[config.mk]
export PLATFORM = sky130hd
export DESIGN_NAME = pf_jet_id_classifier_top
export DESIGN_NICKNAME = d
export VERILOG_FILES = /design/src/design/pfjid_pkg.sv /design/src/design/pfjid_accum.sv /design/src/design/pfjid_classify.sv /design/src/design/pf_jet_id_classifier_top.sv
export SDC_FILE = /design/constraint.sdc
export NUM_CORES = 2
export LEC_CHECK = 0
export BUFFER_PORTS_ARGS = -buffer_cell sky130_fd_sc_hd__buf_2
export CAP_MARGIN = 20
export CELL_PAD_IN_SITES_DETAIL_PLACEMENT = 0
export CELL_PAD_IN_SITES_GLOBAL_PLACEMENT = 1
export CORE_ASPECT_RATIO = 1.1
export CORE_MARGIN = 2
export CORE_UTILIZATION = 51
export CTS_CLUSTER_DIAMETER = 100
export DETAILED_ROUTE_END_ITERATION = 8
export HOLD_SLACK_MARGIN = 0.1
export PLACE_DENSITY_LB_ADDON = 0.1
export SLEW_MARGIN = 20
export SYNTH_ARGS = -nofsm -noshare
export SYNTH_HDL_FRONTEND = slang
export SYNTH_HIERARCHICAL = 1
export SYNTH_SLANG_ARGS = --single-unit
[constraint.sdc]
create_clock -name clk -period 9.46 [get_ports clk]
set_input_delay 0.473 -clock clk [delete_from_list [all_inputs] [get_ports clk]]
set_output_delay 0.473 -clock clk [all_outputs]
set_load 0.005 [all_outputs]
[src/design/pfjid_pkg.sv]
// ----------------------------------------------------------------------------
// pfjid_pkg
// Shared constants, codes, snapshot type and saturating helpers for the
// particle-flow jet identification classifier.
// ----------------------------------------------------------------------------
`default_nettype none

package pfjid_pkg;

  // Sizes
  localparam int MAX_CONSTITUENTS = 256;
  localparam int SEEN_W  = $clog2(MAX_CONSTITUENTS + 1);
  localparam int ESUM_W  = 28;
  localparam int CNT_W   = 9;
  localparam int E_W     = 20;
  localparam int PT_W    = 16;
  localparam int ETA_W   = 10;
  localparam int BND_W   = 9;
  localparam int TIER_W  = 3;
  localparam int MINT_W  = 2;
  localparam int CFG_IDX_W  = 2;
  localparam int CFG_DATA_W = 16;

  // Product width for the fraction cuts: energy sum times a 7-bit constant
  localparam int MUL_W = ESUM_W + 7;

  localparam logic [ESUM_W-1:0] ESUM_MAX = {ESUM_W{1'b1}};
  localparam logic [CNT_W-1:0]  CNT_MAX  = {CNT_W{1'b1}};

  // Configuration register indexes
  localparam logic [CFG_IDX_W-1:0] CFG_BYPASS_PT    = 2'd0;
  localparam logic [CFG_IDX_W-1:0] CFG_ETA_BOUNDARY = 2'd1;
  localparam logic [CFG_IDX_W-1:0] CFG_MIN_TIER     = 2'd2;

  // Configuration reset values
  localparam logic [PT_W-1:0]   BYPASS_PT_RST    = 16'd40;
  localparam logic [BND_W-1:0]  ETA_BOUNDARY_RST = 9'd240;
  localparam logic [MINT_W-1:0] MIN_TIER_RST     = 2'd1;

  // Particle kinds
  localparam logic [2:0] KIND_CHARGED     = 3'd1;
  localparam logic [2:0] KIND_ELECTRON    = 3'd2;
  localparam logic [2:0] KIND_PHOTON      = 3'd3;
  localparam logic [2:0] KIND_NEUTRAL     = 3'd4;
  localparam logic [2:0] KIND_FWD_HADRON  = 3'd5;
  localparam logic [2:0] KIND_FWD_EGAMMA  = 3'd6;

  // Result tiers
  localparam logic [TIER_W-1:0] TIER_FAIL   = 3'd0;
  localparam logic [TIER_W-1:0] TIER_LOOSE  = 3'd1;
  localparam logic [TIER_W-1:0] TIER_MEDIUM = 3'd2;
  localparam logic [TIER_W-1:0] TIER_TIGHT  = 3'd3;
  localparam logic [TIER_W-1:0] TIER_BYPASS = 3'd4;

  // Jet summary handed from the accumulator to the classifier
  typedef struct packed {
    logic              bypass;
    logic              fwd;
    logic              cen;
    logic              tot_zero;
    logic              chg_ok;
    logic              cnt_ok;
    logic [ESUM_W-1:0] neu_e;
    logic [ESUM_W-1:0] pho_e;
    logic [ESUM_W-1:0] ele_e;
    logic [ESUM_W-1:0] tot_e;
  } snap_t;

  // Energy sum that sticks at full scale
  function automatic logic [ESUM_W-1:0] sat_add(input logic [ESUM_W-1:0] acc,
                                                input logic [E_W-1:0] e);
    logic [ESUM_W:0] s;
    s = {1'b0, acc} + (ESUM_W + 1)'(e);
    return s[ESUM_W] ? ESUM_MAX : s[ESUM_W-1:0];
  endfunction

  // Count that sticks at full scale
  function automatic logic [CNT_W-1:0] cnt_inc(input logic [CNT_W-1:0] c);
    return (c == CNT_MAX) ? CNT_MAX : c + CNT_W'(1);
  endfunction

endpackage

`default_nettype wire

[src/design/pfjid_accum.sv]
// ----------------------------------------------------------------------------
// pfjid_accum
// Input word register, per-jet running sums and the jet snapshot register
// loaded on the last word of each jet.
// ----------------------------------------------------------------------------
`default_nettype none

module pfjid_accum (
  input  wire logic                                clk,
  input  wire logic                                rst_n,
  input  wire logic                                in_valid,
  output logic                                     in_stall,
  input  wire logic                                in_has_constituent,
  input  wire logic [2:0]                          in_particle_kind,
  input  wire logic [pfjid_pkg::E_W-1:0]           in_energy,
  input  wire logic [pfjid_pkg::PT_W-1:0]          in_jet_pt,
  input  wire logic signed [pfjid_pkg::ETA_W-1:0]  in_jet_eta,
  input  wire logic                                in_last,
  input  wire logic [pfjid_pkg::PT_W-1:0]          bypass_pt,
  input  wire logic [pfjid_pkg::BND_W-1:0]         eta_boundary,
  output logic                                     snap_valid,
  input  wire logic                                snap_ready,
  output pfjid_pkg::snap_t                         snap
);

  // Input word register
  logic                              s1_valid_r;
  logic                              s1_has_r;
  logic [2:0]                        s1_kind_r;
  logic [pfjid_pkg::E_W-1:0]         s1_energy_r;
  logic [pfjid_pkg::PT_W-1:0]        s1_pt_r;
  logic [pfjid_pkg::ETA_W-1:0]       s1_eta_r;
  logic                              s1_last_r;

  // Running sums
  logic [pfjid_pkg::ESUM_W-1:0] chg_e_r, pho_e_r, neu_e_r, ele_e_r, tot_e_r;
  logic [pfjid_pkg::CNT_W-1:0]  cnt_r, chg_cnt_r;
  logic [pfjid_pkg::SEEN_W-1:0] seen_r;

  logic [pfjid_pkg::ESUM_W-1:0] chg_e_nxt, pho_e_nxt, neu_e_nxt, ele_e_nxt, tot_e_nxt;
  logic [pfjid_pkg::CNT_W-1:0]  cnt_nxt, chg_cnt_nxt;
  logic [pfjid_pkg::SEEN_W-1:0] seen_nxt;

  // Snapshot register
  logic             snap_valid_r;
  pfjid_pkg::snap_t snap_r;
  pfjid_pkg::snap_t snap_nxt;

  logic                          snap_free;
  logic                          s1_go;
  logic                          take;
  logic [pfjid_pkg::ETA_W-1:0]   eta_abs;

  // Flow control: a non-last word always drains, a last word needs the snapshot
  assign snap_free = !snap_valid_r || snap_ready;
  assign s1_go     = s1_valid_r && (!s1_last_r || snap_free);
  assign in_stall  = s1_valid_r && !s1_go;

  assign take = s1_has_r && (seen_r < pfjid_pkg::SEEN_W'(pfjid_pkg::MAX_CONSTITUENTS));

  // Sums including the current word
  always_comb begin
    chg_e_nxt   = chg_e_r;
    pho_e_nxt   = pho_e_r;
    neu_e_nxt   = neu_e_r;
    ele_e_nxt   = ele_e_r;
    tot_e_nxt   = tot_e_r;
    cnt_nxt     = cnt_r;
    chg_cnt_nxt = chg_cnt_r;
    seen_nxt    = seen_r;
    if (take) begin
      seen_nxt  = seen_r + pfjid_pkg::SEEN_W'(1);
      tot_e_nxt = pfjid_pkg::sat_add(tot_e_r, s1_energy_r);
      cnt_nxt   = pfjid_pkg::cnt_inc(cnt_r);
      unique case (s1_kind_r)
        pfjid_pkg::KIND_CHARGED: begin
          chg_e_nxt   = pfjid_pkg::sat_add(chg_e_r, s1_energy_r);
          chg_cnt_nxt = pfjid_pkg::cnt_inc(chg_cnt_r);
        end
        pfjid_pkg::KIND_ELECTRON: begin
          ele_e_nxt = pfjid_pkg::sat_add(ele_e_r, s1_energy_r);
        end
        pfjid_pkg::KIND_PHOTON, pfjid_pkg::KIND_FWD_EGAMMA: begin
          pho_e_nxt = pfjid_pkg::sat_add(pho_e_r, s1_energy_r);
        end
        pfjid_pkg::KIND_NEUTRAL, pfjid_pkg::KIND_FWD_HADRON: begin
          neu_e_nxt = pfjid_pkg::sat_add(neu_e_r, s1_energy_r);
        end
        default: begin
        end
      endcase
    end
  end

  // |eta|; the most negative code maps to 512, which still fits
  assign eta_abs = s1_eta_r[pfjid_pkg::ETA_W-1] ? (pfjid_pkg::ETA_W'(0) - s1_eta_r)
                                                 : s1_eta_r;

  // Jet summary for the classifier
  always_comb begin
    snap_nxt.bypass   = s1_pt_r < bypass_pt;
    snap_nxt.fwd      = eta_abs > pfjid_pkg::ETA_W'(eta_boundary);
    snap_nxt.cen      = eta_abs < pfjid_pkg::ETA_W'(eta_boundary);
    snap_nxt.tot_zero = (tot_e_nxt == '0);
    snap_nxt.chg_ok   = (chg_e_nxt != '0) && (chg_cnt_nxt != '0);
    snap_nxt.cnt_ok   = cnt_nxt > pfjid_pkg::CNT_W'(1);
    snap_nxt.neu_e    = neu_e_nxt;
    snap_nxt.pho_e    = pho_e_nxt;
    snap_nxt.ele_e    = ele_e_nxt;
    snap_nxt.tot_e    = tot_e_nxt;
  end

  // Input register control
  always_ff @(posedge clk) begin
    if (!rst_n) begin
      s1_valid_r <= 1'b0;
    end else if (!in_stall) begin
      s1_valid_r <= in_valid;
    end
  end

  // Input register payload
  always_ff @(posedge clk) begin
    if (in_valid && !in_stall) begin
      s1_has_r    <= in_has_constituent;
      s1_kind_r   <= in_particle_kind;
      s1_energy_r <= in_energy;
      s1_pt_r     <= in_jet_pt;
      s1_eta_r    <= in_jet_eta;
      s1_last_r   <= in_last;
    end
  end

  // Accumulators, cleared after the last word of a jet
  always_ff @(posedge clk) begin
    if (!rst_n) begin
      chg_e_r   <= '0;
      pho_e_r   <= '0;
      neu_e_r   <= '0;
      ele_e_r   <= '0;
      tot_e_r   <= '0;
      cnt_r     <= '0;
      chg_cnt_r <= '0;
      seen_r    <= '0;
    end else if (s1_go) begin
      if (s1_last_r) begin
        chg_e_r   <= '0;
        pho_e_r   <= '0;
        neu_e_r   <= '0;
        ele_e_r   <= '0;
        tot_e_r   <= '0;
        cnt_r     <= '0;
        chg_cnt_r <= '0;
        seen_r    <= '0;
      end else begin
        chg_e_r   <= chg_e_nxt;
        pho_e_r   <= pho_e_nxt;
        neu_e_r   <= neu_e_nxt;
        ele_e_r   <= ele_e_nxt;
        tot_e_r   <= tot_e_nxt;
        cnt_r     <= cnt_nxt;
        chg_cnt_r <= chg_cnt_nxt;
        seen_r    <= seen_nxt;
      end
    end
  end

  // Snapshot control
  always_ff @(posedge clk) begin
    if (!rst_n) begin
      snap_valid_r <= 1'b0;
    end else if (snap_free) begin
      snap_valid_r <= s1_go && s1_last_r;
    end
  end

  // Snapshot payload
  always_ff @(posedge clk) begin
    if (s1_go && s1_last_r) begin
      snap_r <= snap_nxt;
    end
  end

  assign snap_valid = snap_valid_r;
  assign snap       = snap_r;

endmodule

`default_nettype wire

[src/design/pfjid_classify.sv]
// ----------------------------------------------------------------------------
// pfjid_classify
// Fraction cuts by constant cross-multiplication, tier selection and the
// result word register.
// ----------------------------------------------------------------------------
`default_nettype none

module pfjid_classify (
  input  wire logic                                clk,
  input  wire logic                                rst_n,
  input  wire logic                                snap_valid,
  output logic                                     snap_ready,
  input  wire pfjid_pkg::snap_t                    snap,
  input  wire logic [pfjid_pkg::MINT_W-1:0]        min_tier,
  output logic                                     out_valid,
  input  wire logic                                out_stall,
  output logic [pfjid_pkg::TIER_W-1:0]             out_tier,
  output logic                                     out_passes
);

  logic                            out_valid_r;
  logic [pfjid_pkg::TIER_W-1:0]    out_tier_r;
  logic                            out_passes_r;
  logic [pfjid_pkg::TIER_W-1:0]    tier_nxt;
  logic                            passes_nxt;

  logic out_free;
  logic ele_ok;
  logic loose, med_ok, tight;

  // num * e < den * t, constant operands fold into shift-adds
  function automatic logic below_cut(input logic [pfjid_pkg::ESUM_W-1:0] e,
                                     input logic [pfjid_pkg::ESUM_W-1:0] t,
                                     input logic [6:0] num,
                                     input logic [6:0] den);
    logic [pfjid_pkg::MUL_W-1:0] lhs;
    logic [pfjid_pkg::MUL_W-1:0] rhs;
    lhs = pfjid_pkg::MUL_W'(e) * pfjid_pkg::MUL_W'(num);
    rhs = pfjid_pkg::MUL_W'(t) * pfjid_pkg::MUL_W'(den);
    return lhs < rhs;
  endfunction

  assign out_free   = !out_valid_r || !out_stall;
  assign snap_ready = out_free;

  // Tier cuts: neutral and photon fractions plus multiplicity, central extras
  assign ele_ok = below_cut(snap.ele_e, snap.tot_e, 7'd100, 7'd99);

  always_comb begin
    loose  = below_cut(snap.neu_e, snap.tot_e, 7'd100, 7'd99) &&
             below_cut(snap.pho_e, snap.tot_e, 7'd100, 7'd99) && snap.cnt_ok &&
             (snap.fwd || (snap.cen && snap.chg_ok && ele_ok));
    med_ok = below_cut(snap.neu_e, snap.tot_e, 7'd100, 7'd95) &&
             below_cut(snap.pho_e, snap.tot_e, 7'd100, 7'd95) && snap.cnt_ok &&
             (snap.fwd || (snap.cen && snap.chg_ok && ele_ok));
    tight  = below_cut(snap.neu_e, snap.tot_e, 7'd10, 7'd9) &&
             below_cut(snap.pho_e, snap.tot_e, 7'd10, 7'd9) && snap.cnt_ok &&
             (snap.fwd || (snap.cen && snap.chg_ok && ele_ok));
  end

  // Tier and pass flag; bypass wins over everything
  always_comb begin
    priority if (snap.bypass) begin
      tier_nxt = pfjid_pkg::TIER_BYPASS;
    end else if (snap.tot_zero) begin
      tier_nxt = pfjid_pkg::TIER_FAIL;
    end else if (loose && med_ok && tight) begin
      tier_nxt = pfjid_pkg::TIER_TIGHT;
    end else if (loose && med_ok) begin
      tier_nxt = pfjid_pkg::TIER_MEDIUM;
    end else if (loose) begin
      tier_nxt = pfjid_pkg::TIER_LOOSE;
    end else begin
      tier_nxt = pfjid_pkg::TIER_FAIL;
    end
    passes_nxt = snap.bypass || (tier_nxt >= pfjid_pkg::TIER_W'(min_tier));
  end

  // Result register control
  always_ff @(posedge clk) begin
    if (!rst_n) begin
      out_valid_r <= 1'b0;
    end else if (out_free) begin
      out_valid_r <= snap_valid;
    end
  end

  // Result register payload
  always_ff @(posedge clk) begin
    if (out_free && snap_valid) begin
      out_tier_r   <= tier_nxt;
      out_passes_r <= passes_nxt;
    end
  end

  assign out_valid  = out_valid_r;
  assign out_tier   = out_tier_r;
  assign out_passes = out_passes_r;

endmodule

`default_nettype wire

[src/design/pf_jet_id_classifier_top.sv]
// ----------------------------------------------------------------------------
// pf_jet_id_classifier_top
// Particle-flow jet identification: accumulates constituent energies per jet
// and gives a tier (fail to tight, or bypass) and pass flag on each jet's last word.
// ----------------------------------------------------------------------------
// Throughput: one input word per clock, sustained, while out_stall is low.
// Result path: a jet's last word passes through the input register, the jet
//   snapshot and the result register before its result word is presented.
// Reset: rst_n low at a clock edge empties all stages, clears the running
//   sums and restores bypass_pt 40, eta_boundary 240, min_tier 1.
`default_nettype none

module pf_jet_id_classifier_top (
  input  wire logic                                    clk,
  input  wire logic                                    rst_n,
  // input channel
  input  wire logic                                    in_valid,
  output logic                                         in_stall,
  input  wire logic                                    in_has_constituent,
  input  wire logic [2:0]                              in_particle_kind,
  input  wire logic [pfjid_pkg::E_W-1:0]               in_energy,
  input  wire logic [pfjid_pkg::PT_W-1:0]              in_jet_pt,
  input  wire logic signed [pfjid_pkg::ETA_W-1:0]      in_jet_eta,
  input  wire logic                                    in_last,
  // result channel
  output logic                                         out_valid,
  input  wire logic                                    out_stall,
  output logic [pfjid_pkg::TIER_W-1:0]                 out_tier,
  output logic                                         out_passes,
  // configuration write channel
  input  wire logic                                    cfg_valid,
  output logic                                         cfg_ready,
  input  wire logic [pfjid_pkg::CFG_IDX_W-1:0]         cfg_index,
  input  wire logic [pfjid_pkg::CFG_DATA_W-1:0]        cfg_data
);

  logic [pfjid_pkg::PT_W-1:0]   bypass_pt_r;
  logic [pfjid_pkg::BND_W-1:0]  eta_boundary_r;
  logic [pfjid_pkg::MINT_W-1:0] min_tier_r;

  logic             snap_valid;
  logic             snap_ready;
  pfjid_pkg::snap_t snap;

  // Configuration registers, always writable
  assign cfg_ready = 1'b1;

  always_ff @(posedge clk) begin
    if (!rst_n) begin
      bypass_pt_r    <= pfjid_pkg::BYPASS_PT_RST;
      eta_boundary_r <= pfjid_pkg::ETA_BOUNDARY_RST;
      min_tier_r     <= pfjid_pkg::MIN_TIER_RST;
    end else if (cfg_valid && cfg_ready) begin
      unique case (cfg_index)
        pfjid_pkg::CFG_BYPASS_PT:    bypass_pt_r    <= cfg_data[pfjid_pkg::PT_W-1:0];
        pfjid_pkg::CFG_ETA_BOUNDARY: eta_boundary_r <= cfg_data[pfjid_pkg::BND_W-1:0];
        pfjid_pkg::CFG_MIN_TIER:     min_tier_r     <= cfg_data[pfjid_pkg::MINT_W-1:0];
        default: begin
        end
      endcase
    end
  end

  // Running sums and jet snapshot
  pfjid_accum u_accum (
    .clk                (clk),
    .rst_n              (rst_n),
    .in_valid           (in_valid),
    .in_stall           (in_stall),
    .in_has_constituent (in_has_constituent),
    .in_particle_kind   (in_particle_kind),
    .in_energy          (in_energy),
    .in_jet_pt          (in_jet_pt),
    .in_jet_eta         (in_jet_eta),
    .in_last            (in_last),
    .bypass_pt          (bypass_pt_r),
    .eta_boundary       (eta_boundary_r),
    .snap_valid         (snap_valid),
    .snap_ready         (snap_ready),
    .snap               (snap)
  );

  // Cuts and result register
  pfjid_classify u_classify (
    .clk        (clk),
    .rst_n      (rst_n),
    .snap_valid (snap_valid),
    .snap_ready (snap_ready),
    .snap       (snap),
    .min_tier   (min_tier_r),
    .out_valid  (out_valid),
    .out_stall  (out_stall),
    .out_tier   (out_tier),
    .out_passes (out_passes)
  );

endmodule

`default_nettype wire
==> results_dict.tcl <==
set metrics [dict create \
    run_status "complete, no violations" \
    hold_viol_final 0 \
    rsz0062_at_grt "no" \
    clk_path_buf_depth 3 \
    ant_nets 0 \
    mappedNetlistArea_um2 47410 \
    gpl.final_weighted_congestion 0.9459 \
    most_common_cell_type_on_the_critical_path "ha_1" \
    final_nets 6786 \
    grt_usage 0.3002 \
    yosys_warning_count 6 \
    grt_start_max_net_pins 76 \
    critPathLaunchType "flip-flop" \
    main_combinational_cell_family_by_area_after_synthesis "adder cells" \
    ys.flop_type "dfxtp_1" \
    tritoncts_clock_tree "built" \
    drcViolationCount 0 \
    critical_path.startpoint "u_accum/snap[2]" \
    maxSlewViolCount 0 \
    floorplan.initialDensity 0.5132 \
    cts.clk_slew.worst_paths_ns 0.07 \
    die_area_um2 95420 \
    design.portCount 81 \
    worst_r2r_endpoint "u_classify/out_passes" \
    floorplan.die.width_um 294.7 \
    path_category_of_the_worst_min_delay_check "in -> reg" \
    clk_root_buffer_cell "clkbuf_16" \
    yosysUniqueCellTypes 104 \
    numPortBuffers 79 \
    regToRegStartpoint "u_accum/snap[2]" \
    synth_area_in_adders 0.3441 \
    critical_path.max_stage_delay_ns 0.52 \
    min_delay_worst_endpoint "bypass_pt_r[6]" \
    die_height_um 323.8 \
    async_flop_share 0 \
    max-vdd-ir-drop_mv 0.1621 \
    fill_cells 8618 \
    final_cell_area_um2 51440 \
    ff2ff_path_depth 31 \
    holdCritStartpoint "cfg_data[6]" \
    syn-instance-count 5430 \
    synth_top_cell_area_share 0.2483 \
    power_leakage_uw 0.02517 \
    clock_latency_on_the_worst_skew_pair_ns 0.64 \
    initial_antenna_violation_count 6 \
    placed_area_um2 49280 \
    timing.setup.critical_path_class "reg -> reg" \
    worst-endpoint-arrival_ns 9.18 \
    crit_required_ns 9.80 \
    floorplan.core_area_um2 92370 \
    routedWlPerCell_um 20.91 \
    worst_path_buf_inv 2 \
    synthesis.area_per_instance_um2 8.731 \
    max_slew_margin 0.2757 \
    clock-skew-final_ns 0.04661 \
    timing_worst_slew_pin_value_ns 1.084 \
    layout-drive-gt1-share 0.05175 \
    synth_enable_flop_cells 173 \
    totalNegativeSetupSlack_ns 0 \
    std_cell_rows 117 \
    post_synth_main_area_contributors "ha_1 (25%), edfxtp_1 (11%), fa_1 (9.4%)" \
    cp_slowest_cell "nor4b_1" \
    avgViaCountPerCell 5.780 \
    syn_to_final_growth_pct 8.493 \
    drtPass1Iterations 6 \
    final_worst_hold_slack_ns 0.1297 \
    finalWorstPathRequiredPeriod_ns 8.839 \
    syn_nets 6668 \
    yosys_register_bits 370 \
    setup_slack_of_the_worst_register_to_register_path_ns 0.62 \
    grt_pass1_wl_mm 221.0 \
    synth-simple-area-share 0.1335 \
    cap_viol_max_count 0 \
    htreeDepth 2 \
    post_dp_hpwl_mm 116.1 \
    via_count 39500 \
    yosysMostFrequentCell "ha_1" \
    power-per-cell-area_nw_per_um2 163.0 \
    compound_cell_area_share_of_the_yosys_netlist 0.1917 \
    hold-path-cell-count 3 \
    cp-end-kind "flip-flop" \
    via_count_of_the_first_global_routing_pass 39390 \
    synth-xor-area-share 0.05951 \
    worst-path-max-fanout 7 \
    detail_route.iter0.violations 2239 \
    clock.fmax_mhz 113.1 \
    setup_viol 0 \
    synth_top_area_cell "ha_1" \
    worst_path_dominant_cell_family "compound AO/OA/AOI/OAI gates" \
    post_synth_mux_area_share 0.009686 \
    seq_area_frac_synth 0.1928 \
    detail_route.wirelength_mm 142.9 \
    grt_overflow_total 0 \
    post-route-period-util 0.9343 \
    numCtsBuffers 45 \
    cts_num_sinks 370 \
    synthTopCellsByCount "ha_1 (941), inv_1 (738), a21oi_1 (364)" \
]
-- sequential cells by signal (all words and copies together) (netlist names), 2 cells and up --
register and flops:
u_accum/snap 118, u_accum/chg_e_r 28, u_accum/ele_e_r 28, u_accum/neu_e_r 28, u_accum/pho_e_r 28, u_accum/tot_e_r 28, u_accum/s1_energy_r 20, bypass_pt_r 16
u_accum/s1_pt_r 16, u_accum/s1_eta_r 10, eta_boundary_r 9, u_accum/chg_cnt_r 9, u_accum/cnt_r 9, u_accum/seen_r 9, u_accum/s1_kind_r 3, u_classify/out_tier 3
min_tier_r 2
-- worst max-delay path by stage --
| stage | to | slack (ns) | cells after the start |
|---|---|---|---|
| after CTS | u_classify/out_passes | 0.05 | 32 |
| after global placement | u_classify/out_passes | 0.35 | 32 |
| after global routing | u_classify/out_passes | 0.02 | 36 |
| after detailed placement | u_classify/out_passes | 0.13 | 32 |
| final | u_classify/out_passes | 0.62 | 31 |
| after floorplan | u_classify/out_passes | 1.74 | 31 |
-- worst min-delay path: cells and delay by family --
family                 cells  cell delay [ns]
buffers and inverters      1             0.12
multiplexers               1             0.05
AND/OR/NAND/NOR            1             0.05
-- stage by stage --
step           std cells  total power (uW)  setup WS, ns    util
2_1_floorplan       5430              5164         1.737       -
3_3_place_gp        6681              6473        0.3484  0.5332
3_5_place_dp        6683              6531        0.1282  0.5335
4_1_cts             6824              8367       0.04874  0.5558
5_1_grt             6834              9049       0.02063  0.5568
6_report            6835              8382        0.6211  0.5568
-- kinds of logic (layout without fill, tap and decap cells) --
group,after synthesis,count (layout)
compound gates,1378,1378
fa+ha+maj,1171,1171
buf+inv,857,1012
xor+xnor,320,320
other cells,1,2
simple gates,1289,1289
flops,370,370
mux,44,44
-- layout by cell type, fill, tap and decap left out, drive strengths merged, types with 28 or more instances in the layout --
| master | netlist | routed |
|---|---|---|
| inv | 738 | 746 |
| dlygate4sd3 | 0 | 57 |
| a21oi | 366 | 366 |
| o21a | 75 | 75 |
| ha | 941 | 941 |
| nand2b | 63 | 63 |
| buf | 12 | 133 |
| or3 | 28 | 28 |
| a211oi | 55 | 55 |
| xnor2 | 202 | 202 |
| dfxtp | 197 | 197 |
| nor3 | 96 | 96 |
| clkbuf | 107 | 57 |
| nor2 | 362 | 362 |
| nand3 | 106 | 106 |
| nand4 | 60 | 60 |
| mux2i | 32 | 32 |
| and2 | 33 | 33 |
| nand2 | 297 | 297 |
| nor2b | 97 | 97 |
| o211ai | 55 | 55 |
| a22o | 35 | 35 |
| fa | 223 | 223 |
| o21ai | 250 | 250 |
| a31oi | 74 | 74 |
| a21o | 171 | 171 |
| edfxtp | 173 | 173 |
| a22oi | 37 | 37 |
| xor2 | 118 | 118 |
| o21bai | 53 | 53 |
| and3 | 52 | 52 |
-- layer usage --
| layer | vias up | GRT usage | share of wire |
|---|---|---|---|
| met3 | 200 | 0.02542 | 0.038 |
| li1 | 19510 | - | - |
| met2 | 797 | 0.5366 | 0.49 |
| met4 | 4 | 0.1071 | 0.038 |
| met1 | 18990 | 0.3774 | 0.44 |
| met5 | - | 0 | 0.00019 |
-- area by class of cell --
type / count / area, um2 / area share
Multi-Input combinational cell: 4203 / 35090 / 0.6822
Sequential cell: 370 / 9139 / 0.1777
Inverter: 738 / 2770 / 0.05386
Tap cell: 1249 / 1563 / 0.03038
Timing Repair Buffer: 190 / 1381 / 0.02686
Clock buffer: 57 / 1212 / 0.02357
Clock inverter: 27 / 279.0 / 0.005425
Antenna cell: 1 / 2.502 / 0.00004865
-- power by group --
group	internal, uW	total (uW)	switching, uW	leakage, uW
clock network	986	1770	787	0.000726
logic	1900	4790	2900	0.0212
registers	1730	1820	85.6	0.00329
-- what timing repair did --
action,CTS,global route
resized for setup,0,4
hold buffers,57,0
buffers inserted,0,10
hold endpoints to repair,57,0
endpoints found under the setup margin,0,1
No activity file was read; power rests on OpenSTA's default activity.
